--- src/i2cebm_pkg.sv ---
// Shared types and codes for the I2C EEPROM byte master.
`default_nettype none
package i2cebm_pkg;

  localparam int ActW = 2;

  localparam logic [ActW-1:0] ACT_TICK  = 2'd0;
  localparam logic [ActW-1:0] ACT_WRITE = 2'd1;
  localparam logic [ActW-1:0] ACT_READ  = 2'd2;

  localparam logic [7:0] DEV_RESET = 8'd160;

  // classified command word handed from the front end to the sequencer
  typedef struct packed {
    logic       tick;
    logic       start;
    logic       rd;
    logic [7:0] word_addr;
    logic [7:0] write_data;
    logic       sda_in;
  } cmd_t;

  // result word, lowest bit is scl_out
  typedef struct packed {
    logic [2:0] pad;
    logic [7:0] read_data;
    logic       ack_ok;
    logic       done;
    logic       busy;
    logic       sda;
    logic       scl;
  } res_t;

endpackage
`default_nettype wire

--- src/i2cebm_front.sv ---
// Input side: takes stream words and classifies the action code.
`default_nettype none
module i2cebm_front (
  input  wire logic                        s_tvalid,
  output logic                             s_tready,
  input  wire logic [23:0]                 s_tdata,  // word_addr, write_data, sda_in
  input  wire logic [i2cebm_pkg::ActW-1:0] s_tuser,  // action
  output logic                             push,
  output i2cebm_pkg::cmd_t                 cmd,
  input  wire logic                        q_full
);

  assign s_tready = !q_full;
  assign push     = s_tvalid && !q_full;

  always_comb begin
    cmd.tick       = (s_tuser == i2cebm_pkg::ACT_TICK);
    cmd.start      = (s_tuser == i2cebm_pkg::ACT_WRITE) || (s_tuser == i2cebm_pkg::ACT_READ);
    cmd.rd         = (s_tuser == i2cebm_pkg::ACT_READ);
    cmd.word_addr  = s_tdata[7:0];
    cmd.write_data = s_tdata[15:8];
    cmd.sda_in     = s_tdata[16];
  end

endmodule
`default_nettype wire

--- src/i2cebm_queue.sv ---
// Two-entry command queue between front end and sequencer.
`default_nettype none
module i2cebm_queue (
  input  wire logic             clk,
  input  wire logic             rst,
  input  wire logic             push,
  input  wire i2cebm_pkg::cmd_t push_cmd,
  output logic                  full,
  output logic                  not_empty,
  input  wire logic             pop,
  output i2cebm_pkg::cmd_t      head
);

  i2cebm_pkg::cmd_t mem [2];
  logic             wr_ptr;
  logic             rd_ptr;
  logic [1:0]       count;

  assign full      = (count == 2'd2);
  assign not_empty = (count != 2'd0);
  assign head      = mem[rd_ptr];

  always_ff @(posedge clk) begin
    if (push) begin
      mem[wr_ptr] <= push_cmd;
    end
  end

  always_ff @(posedge clk) begin
    if (rst) begin
      wr_ptr <= 1'b0;
      rd_ptr <= 1'b0;
      count  <= 2'd0;
    end else begin
      if (push) begin
        wr_ptr <= !wr_ptr;
      end
      if (pop) begin
        rd_ptr <= !rd_ptr;
      end
      case ({push, pop})
        2'b10:   count <= count + 2'd1;
        2'b01:   count <= count - 2'd1;
        default: count <= count;
      endcase
    end
  end

endmodule
`default_nettype wire

--- src/i2cebm_back.sv ---
// Bus sequencer: runs one quarter bit phase per tick word and registers the result.
`default_nettype none
module i2cebm_back (
  input  wire logic             clk,
  input  wire logic             rst,
  input  wire logic [7:0]       dev_byte,
  input  wire logic             q_valid,
  input  wire i2cebm_pkg::cmd_t head,
  output logic                  pop,
  output logic                  m_tvalid,
  input  wire logic             m_tready,
  output logic [15:0]           m_tdata
);

  localparam logic [4:0] PH_IDLE   = 5'd0;
  localparam logic [4:0] PH_START  = 5'd1;
  localparam logic [4:0] PH_DEVW   = 5'd2;
  localparam logic [4:0] PH_DEVW_A = 5'd3;
  localparam logic [4:0] PH_WA     = 5'd4;
  localparam logic [4:0] PH_WA_A   = 5'd5;
  localparam logic [4:0] PH_DATA   = 5'd6;
  localparam logic [4:0] PH_DATA_A = 5'd7;
  localparam logic [4:0] PH_RSTART = 5'd8;
  localparam logic [4:0] PH_DEVR   = 5'd9;
  localparam logic [4:0] PH_DEVR_A = 5'd10;
  localparam logic [4:0] PH_READ   = 5'd11;
  localparam logic [4:0] PH_NACK   = 5'd12;
  localparam logic [4:0] PH_STOP   = 5'd13;

  logic [4:0] phase, phase_next;
  logic [1:0] qstep, qstep_next;
  logic [3:0] bcnt, bcnt_next;
  logic [7:0] shift, shift_next;
  logic [7:0] waddr, waddr_next;
  logic [7:0] wdata, wdata_next;
  logic       rd, rd_next;
  logic [7:0] rx, rx_next;
  logic       ack, ack_next;
  logic       scl, scl_next;
  logic       sda, sda_next;
  logic       fin;
  logic [3:0] bcnt_inc;
  i2cebm_pkg::res_t res;

  assign pop      = q_valid && (!m_tvalid || m_tready);
  assign bcnt_inc = bcnt + 4'd1;

  always_comb begin
    phase_next = phase;
    qstep_next = qstep;
    bcnt_next  = bcnt;
    shift_next = shift;
    waddr_next = waddr;
    wdata_next = wdata;
    rd_next    = rd;
    rx_next    = rx;
    ack_next   = ack;
    scl_next   = scl;
    sda_next   = sda;
    fin        = 1'b0;
    if (head.tick && phase != PH_IDLE) begin
      qstep_next = qstep + 2'd1;
      case (phase)
        PH_START, PH_RSTART: begin
          case (qstep)
            2'd0: sda_next = 1'b1;
            2'd1: scl_next = 1'b1;
            2'd2: sda_next = 1'b0;
            default: begin
              scl_next  = 1'b0;
              bcnt_next = 4'd0;
              if (phase == PH_START) begin
                phase_next = PH_DEVW;
                shift_next = dev_byte;
              end else begin
                phase_next = PH_DEVR;
                shift_next = dev_byte + 8'd1;
              end
            end
          endcase
        end
        PH_DEVW, PH_WA, PH_DATA, PH_DEVR: begin
          case (qstep)
            2'd0: begin
              scl_next = 1'b0;
              sda_next = shift[7];
            end
            2'd1: scl_next = 1'b1;
            2'd2: ;
            default: begin
              scl_next   = 1'b0;
              shift_next = {shift[6:0], 1'b0};
              bcnt_next  = bcnt_inc;
              if (bcnt_inc[3]) begin
                bcnt_next  = 4'd0;
                phase_next = phase + 5'd1;
              end
            end
          endcase
        end
        PH_DEVW_A, PH_WA_A, PH_DATA_A, PH_DEVR_A: begin
          case (qstep)
            2'd0: begin
              scl_next = 1'b0;
              sda_next = 1'b1;
            end
            2'd1: scl_next = 1'b1;
            2'd2: begin
              if (head.sda_in) begin
                ack_next = 1'b0;
              end
            end
            default: begin
              scl_next = 1'b0;
              if (!ack) begin
                phase_next = PH_STOP;
              end else if (phase == PH_DEVW_A) begin
                phase_next = PH_WA;
                shift_next = waddr;
                bcnt_next  = 4'd0;
              end else if (phase == PH_WA_A) begin
                if (rd) begin
                  phase_next = PH_RSTART;
                end else begin
                  phase_next = PH_DATA;
                  shift_next = wdata;
                  bcnt_next  = 4'd0;
                end
              end else if (phase == PH_DATA_A) begin
                phase_next = PH_STOP;
              end else begin
                phase_next = PH_READ;
                bcnt_next  = 4'd0;
              end
            end
          endcase
        end
        PH_READ: begin
          case (qstep)
            2'd0: begin
              scl_next = 1'b0;
              sda_next = 1'b1;
            end
            2'd1: scl_next = 1'b1;
            2'd2: rx_next = {rx[6:0], head.sda_in};
            default: begin
              scl_next  = 1'b0;
              bcnt_next = bcnt_inc;
              if (bcnt_inc[3]) begin
                bcnt_next  = 4'd0;
                phase_next = PH_NACK;
              end
            end
          endcase
        end
        PH_NACK: begin
          case (qstep)
            2'd0: begin
              scl_next = 1'b0;
              sda_next = 1'b1;
            end
            2'd1: scl_next = 1'b1;
            2'd2: ;
            default: begin
              scl_next   = 1'b0;
              phase_next = PH_STOP;
            end
          endcase
        end
        PH_STOP: begin
          case (qstep)
            2'd0: begin
              scl_next = 1'b0;
              sda_next = 1'b0;
            end
            2'd1: scl_next = 1'b1;
            2'd2: sda_next = 1'b1;
            default: begin
              scl_next   = 1'b1;
              sda_next   = 1'b1;
              phase_next = PH_IDLE;
              fin        = 1'b1;
            end
          endcase
        end
        default: begin
          phase_next = PH_IDLE;
          qstep_next = 2'd0;
          bcnt_next  = 4'd0;
          scl_next   = 1'b1;
          sda_next   = 1'b1;
        end
      endcase
    end else if (head.start && phase == PH_IDLE) begin
      waddr_next = head.word_addr;
      wdata_next = head.write_data;
      rd_next    = head.rd;
      rx_next    = 8'd0;
      ack_next   = 1'b1;
      bcnt_next  = 4'd0;
      qstep_next = 2'd0;
      shift_next = 8'd0;
      phase_next = PH_START;
    end
  end

  always_comb begin
    res.pad       = 3'd0;
    res.scl       = scl_next;
    res.sda       = sda_next;
    res.busy      = (phase_next != PH_IDLE);
    res.done      = fin;
    res.ack_ok    = fin && ack_next;
    res.read_data = (fin && ack_next && rd_next) ? rx_next : 8'd0;
  end

  always_ff @(posedge clk) begin
    if (rst) begin
      phase    <= PH_IDLE;
      qstep    <= 2'd0;
      bcnt     <= 4'd0;
      shift    <= 8'd0;
      waddr    <= 8'd0;
      wdata    <= 8'd0;
      rd       <= 1'b0;
      rx       <= 8'd0;
      ack      <= 1'b1;
      scl      <= 1'b1;
      sda      <= 1'b1;
      m_tvalid <= 1'b0;
    end else begin
      if (pop) begin
        phase    <= phase_next;
        qstep    <= qstep_next;
        bcnt     <= bcnt_next;
        shift    <= shift_next;
        waddr    <= waddr_next;
        wdata    <= wdata_next;
        rd       <= rd_next;
        rx       <= rx_next;
        ack      <= ack_next;
        scl      <= scl_next;
        sda      <= sda_next;
        m_tvalid <= 1'b1;
      end else if (m_tready) begin
        m_tvalid <= 1'b0;
      end
    end
  end

  always_ff @(posedge clk) begin
    if (pop) begin
      m_tdata <= res;
    end
  end

endmodule
`default_nettype wire

--- src/i2c_eeprom_byte_master_core.sv ---
// Top level of the I2C EEPROM byte master: front end, command queue, sequencer, register.
//
// One input word is one step: action 0 advances the I2C bus by a quarter bit,
// action 1 starts a byte write, action 2 starts a random read, action 3 does
// nothing. Every input word gives exactly one output word carrying the bus line
// levels, busy, done, ack_ok and read data. The block takes one word per clock
// cycle while the queue is not full; an accepted word passes through a two-entry
// queue in front of the sequencer into the output register. The sequencer handles
// one queued word per cycle whenever its output register is free or being drained.
// The device address byte (write bit clear, reset 0xA0) sits at APB addresses 0
// to 3, as only paddr[2] is decoded; the read address uses that value plus one.
`default_nettype none
module i2c_eeprom_byte_master_core (
  input  wire logic                        clk,
  input  wire logic                        rst,
  input  wire logic                        s_tvalid,
  output logic                             s_tready,
  input  wire logic [23:0]                 s_tdata,  // [7:0] word_addr, [15:8] write_data, [16] sda_in
  input  wire logic [i2cebm_pkg::ActW-1:0] s_tuser,  // [1:0] action
  output logic                             m_tvalid,
  input  wire logic                        m_tready,
  output logic [15:0]                      m_tdata,  // [0] scl_out, [1] sda_out, [2] busy_res,
                                                     // [3] done_res, [4] ack_ok, [12:5] read_data
  input  wire logic                        psel,
  input  wire logic                        penable,
  input  wire logic                        pwrite,
  input  wire logic [2:0]                  paddr,
  input  wire logic [31:0]                 pwdata,
  output logic [31:0]                      prdata,
  output logic                             pready
);

  logic             push;
  logic             q_full;
  logic             q_valid;
  logic             pop;
  i2cebm_pkg::cmd_t in_cmd;
  i2cebm_pkg::cmd_t head;
  logic [7:0]       dev_byte;

  assign pready = 1'b1;
  assign prdata = paddr[2] ? 32'd0 : {24'd0, dev_byte};

  always_ff @(posedge clk) begin
    if (rst) begin
      dev_byte <= i2cebm_pkg::DEV_RESET;
    end else if (psel && penable && pwrite && !paddr[2]) begin
      dev_byte <= pwdata[7:0];
    end
  end

  i2cebm_front u_front (
    .s_tvalid (s_tvalid),
    .s_tready (s_tready),
    .s_tdata  (s_tdata),
    .s_tuser  (s_tuser),
    .push     (push),
    .cmd      (in_cmd),
    .q_full   (q_full)
  );

  i2cebm_queue u_queue (
    .clk       (clk),
    .rst       (rst),
    .push      (push),
    .push_cmd  (in_cmd),
    .full      (q_full),
    .not_empty (q_valid),
    .pop       (pop),
    .head      (head)
  );

  i2cebm_back u_back (
    .clk      (clk),
    .rst      (rst),
    .dev_byte (dev_byte),
    .q_valid  (q_valid),
    .head     (head),
    .pop      (pop),
    .m_tvalid (m_tvalid),
    .m_tready (m_tready),
    .m_tdata  (m_tdata)
  );

endmodule
`default_nettype wire

--- config.mk ---
export PLATFORM = sky130hd
export DESIGN_NAME = i2c_eeprom_byte_master_core
export DESIGN_NICKNAME = d
export VERILOG_FILES = /design/src/i2cebm_pkg.sv /design/src/i2cebm_front.sv /design/src/i2cebm_queue.sv /design/src/i2cebm_back.sv /design/src/i2c_eeprom_byte_master_core.sv
export SDC_FILE = /design/constraint.sdc
export NUM_CORES = 1
export LEC_CHECK = 0
export BUFFER_PORTS_ARGS = -buffer_cell sky130_fd_sc_hd__buf_4
export CAP_MARGIN = 20
export CORE_UTILIZATION = 40
export DETAILED_ROUTE_END_ITERATION = 12
export PLACE_DENSITY = 0.59
export SLEW_MARGIN = 15
export SYNTH_ARGS = -nofsm -noshare
export SYNTH_HDL_FRONTEND = slang
export SYNTH_HIERARCHICAL = 1
export SYNTH_SLANG_ARGS = --single-unit
--- constraint.sdc ---
create_clock -name clk -period 4.12 [get_ports clk]
set_clock_uncertainty 0.05 [all_clocks]
set_input_delay 0.824 -clock clk [delete_from_list [all_inputs] [get_ports clk]]
set_output_delay 0.824 -clock clk [all_outputs]
set_load 0.1 [all_outputs]
==> flow_metrics.tcl, run 1 <==
set metrics [dict create \
    status "finished, violations left" \
    failed_checks "DRC" \
    power_frac_comb_pct 30.7 \
    grt_overflow 0 \
    reg2reg_slack_ns 0.97 \
    ys_warn_count 6 \
    clock_sinks 113 \
    cp.arrival_ns 3.44 \
    hp-class "flop to flop" \
    clkPwrFrac_pct 37.2 \
    antenna_left 0 \
    use_met2_pct 27.9 \
    grt_util_all_layers_pct 17.2 \
    cts_tree "done" \
    final_min_period_over_clock_period_pct 76.5 \
    fin_setup_tns_ns 0 \
    pwr-share-seq_pct 32.1 \
    setup.worst_path.start_class "flop" \
    vias_per_cell 5.43 \
    ys_types 70 \
    start_util_pct 41.2 \
    synth_flop_cell "dfxtp_1" \
    layout-drive-gt1-share_pct 20.6 \
    slew_headroom_pct 28.5 \
    p_leak_uw 0.00256 \
    wirelength_mm 13.0 \
    clk_pin_slew_ns 0.05 \
    htree_levels 4 \
    p_int_uw 2950 \
    ios 119 \
    synth_enable_flop_cells 53 \
    cts_setup_buffers 0 \
    yosys-top-cells-count "74 x nand2_1, 60 x dfxtp_1, 53 x edfxtp_1" \
    end_kind "flop" \
    peakVddDrop_uv 365 \
    powerDensity_nw_per_um2 647 \
    synth_top_area_share_pct 26.4 \
    mappedNetlistArea_sq_um 6030 \
    synth_top_cell_by_area "edfxtp_1" \
    dp_hpwl_mm 8.96 \
    synth_most_common_cell "nand2_1" \
    synth_cells 619 \
    rsz0062_at_grt "no" \
    busiest_layer "met2" \
    antenna_found_initial 0 \
    power_uw 4550 \
    nets 734 \
    cts_root_buffer "clkbuf_16" \
    postSynthAreaPerCell_sq_um 9.75 \
    slew_violations 0 \
    cp_data_required_time_ns 4.41 \
    ys_async_sr_fraction_pct 0 \
    gp_congestion 0.934 \
    period_needed_ns 3.15 \
    clk_latency_ns 0.41 \
    synth-seq-cells 113 \
    core_region_area_sq_um 14600 \
    fmax_mhz 317 \
    diodes 0 \
    drt_iter0_drc 532 \
    die_y_um 125 \
    syn_to_final_growth_pct 16.6 \
    first_pass_iters 10 \
    ctsResizeCount 0 \
    met3_usage_pct 3.52 \
    path_max_fanout 18 \
    tightest_slew_ns 1.07 \
    ctsHoldBuffers 0 \
    post_drt_wl_per_cell_um 15.3 \
    hold_viol_final 0 \
    num_vias 4610 \
    grt_pass1_wl_mm 21.4 \
    drv_cap 0 \
    synthTopCellsByArea "edfxtp_1 26%, dfxtp_1 20%, buf_4 6.0%, nand2_1 4.6%, mux2_2 3.9%" \
    cts_made_buffers 17 \
    grt_pass1_vias 4365 \
    clock_path_buffers 2 \
    die-area_sq_um 15600 \
    switching_share_pct 35.3 \
    critPathKind "flop to flop" \
    setup_viol 0 \
    io_buffers 57 \
    p_sw_uw 1610 \
    grt_max_degree 62 \
    die_x_um 125 \
    drc 16 \
    num_rows 44 \
    yosysSeqAreaShare_pct 46.3 \
    use_met1_pct 22.1 \
]
[flip-flops by register name (all words and copies together), names as in the netlist, 2 cells and up, named ones only]
name and flops:
u_back/waddr 8, u_back/m_tdata 13, u_back/wdata 8, u_back/qstep 2
u_back/rx 8, u_queue/mem 40, u_back/bcnt 3, u_queue/count 2
u_back/shift 8, u_back/phase 5, dev_byte 8
[cell type report]
cell class | instances | area [sq um]
clock inverters | 14 | 260
multi-input cells | 440 | 2790
flip-flops and latches | 113 | 2790
inverters | 17 | 63.8
well taps | 184 | 230
fillers | 1354 | 7610
clock buffers | 18 | 429
repair buffers | 63 | 473
[layout by cell type, fill, tap and decap left out, types with 4 or more instances in the layout]
master / count
buf_4: 63
inv_1: 15
ha_1: 14
nand2_1: 74
a21oi_1: 44
nor3_1: 4
bufinv_16: 7
nand3_1: 18
o21ai_0: 20
nand2b_1: 22
and2b_2: 9
mux2i_1: 20
clkbuf_16: 17
or2_2: 4
dfxtp_1: 60
mux2_2: 21
conb_1: 28
a22oi_1: 10
nor2b_1: 6
o211ai_1: 4
edfxtp_1: 53
nand4_1: 5
nor2_1: 48
a211oi_1: 4
a221oi_1: 7
xnor2_1: 11
[per-layer routing]
metal / up-vias / share of wire, %
li1: 2210 / -
met1: 2194 / 45
met2: 179 / 47
met3: 27 / 5.2
met4: 0 / 2.0
met5: - / 0
[metrics by stage]
step | area, sq um | cells | utilization [%] | worst slack (ns) | hold slack [ns]
final | 7040 | 849 | 48.0 | 0.966 | 0.406
after global routing | 7040 | 849 | 48.0 | 0.710 | 0.432
after CTS | 7040 | 849 | 48.0 | 0.987 | 0.407
after detailed placement | 6350 | 817 | 43.3 | 0.917 | 0.394
after global placement | 6350 | 817 | 43.3 | 0.964 | 0.385
after floorplan | 6130 | 644 | - | 1.21 | 0.366
[logic make-up after synthesis]
logic type	share of synthesized area, %
buf+inv	9.21
xor+xnor	1.74
mux	7.24
simple gates	17.7
other cells	0.187
flops	46.3
fa+ha+maj	2.90
compound gates	14.7
[power groups by stage]
| stage | logic, uW | clock network (uW) | registers, uW |
|---|---|---|---|
| global placement | 1380 | 0 | 1480 |
| global route | 1490 | 1770 | 1490 |
| detailed placement | 1390 | 0 | 1490 |
| floorplan | 751 | 0 | 1850 |
| CTS | 1400 | 1720 | 1470 |
| finish | 1400 | 1690 | 1460 |
[critical path, stage by stage (launching register included)]
cell      delay [ns]
dfxtp_1         0.40
inv_1           0.12
ha_1            0.55
nand2b_1        0.13
o32ai_2         0.88
o21ai_0         0.21
a311oi_1        0.47
a22oi_1         0.15
nor2_1          0.12
[final timing paths]
path | from | cells after the start | end
min reg2reg | u_back/waddr[0] | 2 | u_back/waddr[0]
max reg2reg | u_back/phase[1] | 8 | u_back/phase[3]
min | u_back/waddr[0] | 2 | u_back/waddr[0]
max | u_back/phase[1] | 8 | u_back/phase[3]
Power figures use the tool's default switching activity.
==> run 2, diff against run 1 <==
PLACE_DENSITY = 0.61   (was 0.59)
clock period = 2.85 ns   (was 4.12 ns; I/O delays follow)
==> flow_metrics.tcl, run 2 (synthesis results as in run 1) <==
set metrics [dict create \
    hp-class "input pin to flop" \
    cts_tree "done" \
    clk_pin_slew_ns 0.05 \
    hold_viol_final 0 \
    drv_cap 0 \
    cp-endpoint "u_back/m_tdata[2]" \
    antenna_left 0 \
    syn_to_final_growth_pct 17.7 \
    cpMaxStageDelayCell "a2111o_1" \
    status "finished, violations left" \
    final_cells 876 \
    grt_util_all_layers_pct 17.9 \
    multi_input_area_sq_um 2790 \
    top_regs "u_queue/mem: 40 flops, u_back/m_tdata: 13 flops" \
    crit_buf_inv 2 \
    crit_chain "inv_1, ha_1, a21oi_1, o32ai_2, buf_4, a31oi_1, o22a_1, o31ai_1, a2111o_1" \
    p_leak_uw 0.00262 \
    pre_cts_slack_ns 0.170 \
    dp_cells 844 \
    grt_pass1_vias 4524 \
    power_uw 6180 \
    mostFrequentLayoutCells "90 x buf_4, 74 x nand2_1, 58 x dfxtp_1" \
    r2r_cells 9 \
    die_x_um 125 \
    reg2reg_slack_ns 0.22 \
    critPathKind "flop to flop" \
    gp_congestion 0.900 \
    ctsHoldBuffers 0 \
    vias_per_cell 5.32 \
    clk_latency_ns 0.41 \
    layout-drive-gt1-share_pct 23.6 \
    seq_area_sq_um 2800 \
    largest_reg_flops 40 \
    finalInstanceArea_sq_um 7100 \
    cts_made_buffers 17 \
    powerDensity_nw_per_um2 870 \
    path_max_fanout 15 \
    end_kind "flop" \
    fin_setup_tns_ns 0 \
    cp.arrival_ns 2.72 \
    htree_levels 4 \
    fillers 1356 \
    peakVddDrop_uv 455 \
    drc 22 \
    grt_max_degree 38 \
    slowest_delay_ns 0.45 \
    period_needed_ns 2.63 \
    finalWorstSetupSlack_ns 0.219 \
    num_vias 4656 \
    setup.worst_path.start_class "flop" \
    die-area_sq_um 15600 \
    final_min_period_over_clock_period_pct 92.3 \
    crit_family "compound AO/OA/AOI/OAI gates" \
    clock_sinks 113 \
    timing.rr.start "u_back/phase[0]" \
    wirelength_mm 13.6 \
    clock_path_buffers 2 \
    startpoint "u_back/phase[0]" \
    ios 119 \
    tightest_slew_ns 0.660 \
    setup_viol 0 \
    slew_headroom_pct 55.9 \
    grt_pass1_wl_mm 22.3 \
    dp_hpwl_mm 9.61 \
    nets 761 \
    drt_iter0_drc 375 \
    rr_endpoint "u_back/m_tdata[2]" \
    grt_overflow 0 \
    rsz0062_at_grt "no" \
    diodes 0 \
    core_region_area_sq_um 14600 \
    cp.depth 9 \
    slew_violations 0 \
    cp_data_required_time_ns 2.94 \
    cts_root_buffer "clkbuf_16" \
    min_path_cells 1 \
    first_pass_iters 9 \
    antenna_found_initial 0 \
    failed_checks "DRC" \
    die_y_um 125 \
    fmax_mhz 380 \
    io_buffers 57 \
    post_drt_wl_per_cell_um 15.5 \
    placed_cell_area_sq_um 6550 \
    final_common_cell "buf_4" \
    start_util_pct 41.2 \
    num_rows 44 \
    regMostFlops "u_queue/mem" \
]
run 2: cell count changes in the layout (fill, tap and decap cells not counted), sizes merged:
cell,previous run,this run
buf,63,90
bufinv,7,1
clkbuf,18,20
clkinvlp,3,5
inv,16,18
run 2: final cells by class:
cell class / count / share of cell area [%]
flip-flops and latches: 113 / 39.4
multi-input cells: 440 / 39.3
repair buffers: 90 / 9.52
clock buffers: 20 / 6.15
well taps: 184 / 3.24
clock inverters: 12 / 1.57
inverters: 17 / 0.899
run 2: layer usage:
metal  up-vias  share of wire [%]  track usage [%]
li1       2263                  -                -
met1      2218                 44             22.6
met2       161                 50             30.4
met3        14                5.2             3.31
met4         0                1.3             6.74
met5         -                  0                0
run 2: worst min-delay path by stage:
stage,start,endpoint,slack [ns]
2_1_floorplan,u_back/shift[7],u_back/shift[7],0.37
3_3_place_gp,u_back/shift[1],u_back/shift[1],0.38
3_5_place_dp,u_back/shift[4],u_back/shift[4],0.39
4_1_cts,s_tdata[13],u_queue/mem[1][6],0.28
5_1_grt,s_tdata[13],u_queue/mem[1][6],0.28
6_report,s_tdata[15],u_queue/mem[1][8],0.30
run 2: power by group:
group / internal (uW) / total (uW) / switching, uW
clock: 1200 / 1950 / 748
sequential: 2000 / 2120 / 122
combinational: 602 / 2110 / 1500
total: 3810 / 6180 / 2370
run 2: timing repair:
item | 4_1_cts | 5_1_grt
setup endpoints to repair | 0 | 8
buffers inserted | 0 | 0
gates resized for setup | 0 | 2
hold endpoints to repair | 0 | 0
run 2: worst reg2reg max path, stage by stage (launching register included):
cell	delay (ns)
dfxtp_1	0.42
inv_1	0.11
ha_1	0.29
a21oi_1	0.27
o32ai_2	0.12
buf_4	0.23
a31oi_1	0.18
o22a_1	0.15
o31ai_1	0.09
a2111o_1	0.45
run 2: through the flow:
step	hold slack, ns	utilization (%)
2_1_floorplan	0.366	-
3_3_place_gp	0.385	44.7
3_5_place_dp	0.392	44.7
4_1_cts	0.281	48.5
5_1_grt	0.279	48.5
6_report	0.296	48.5
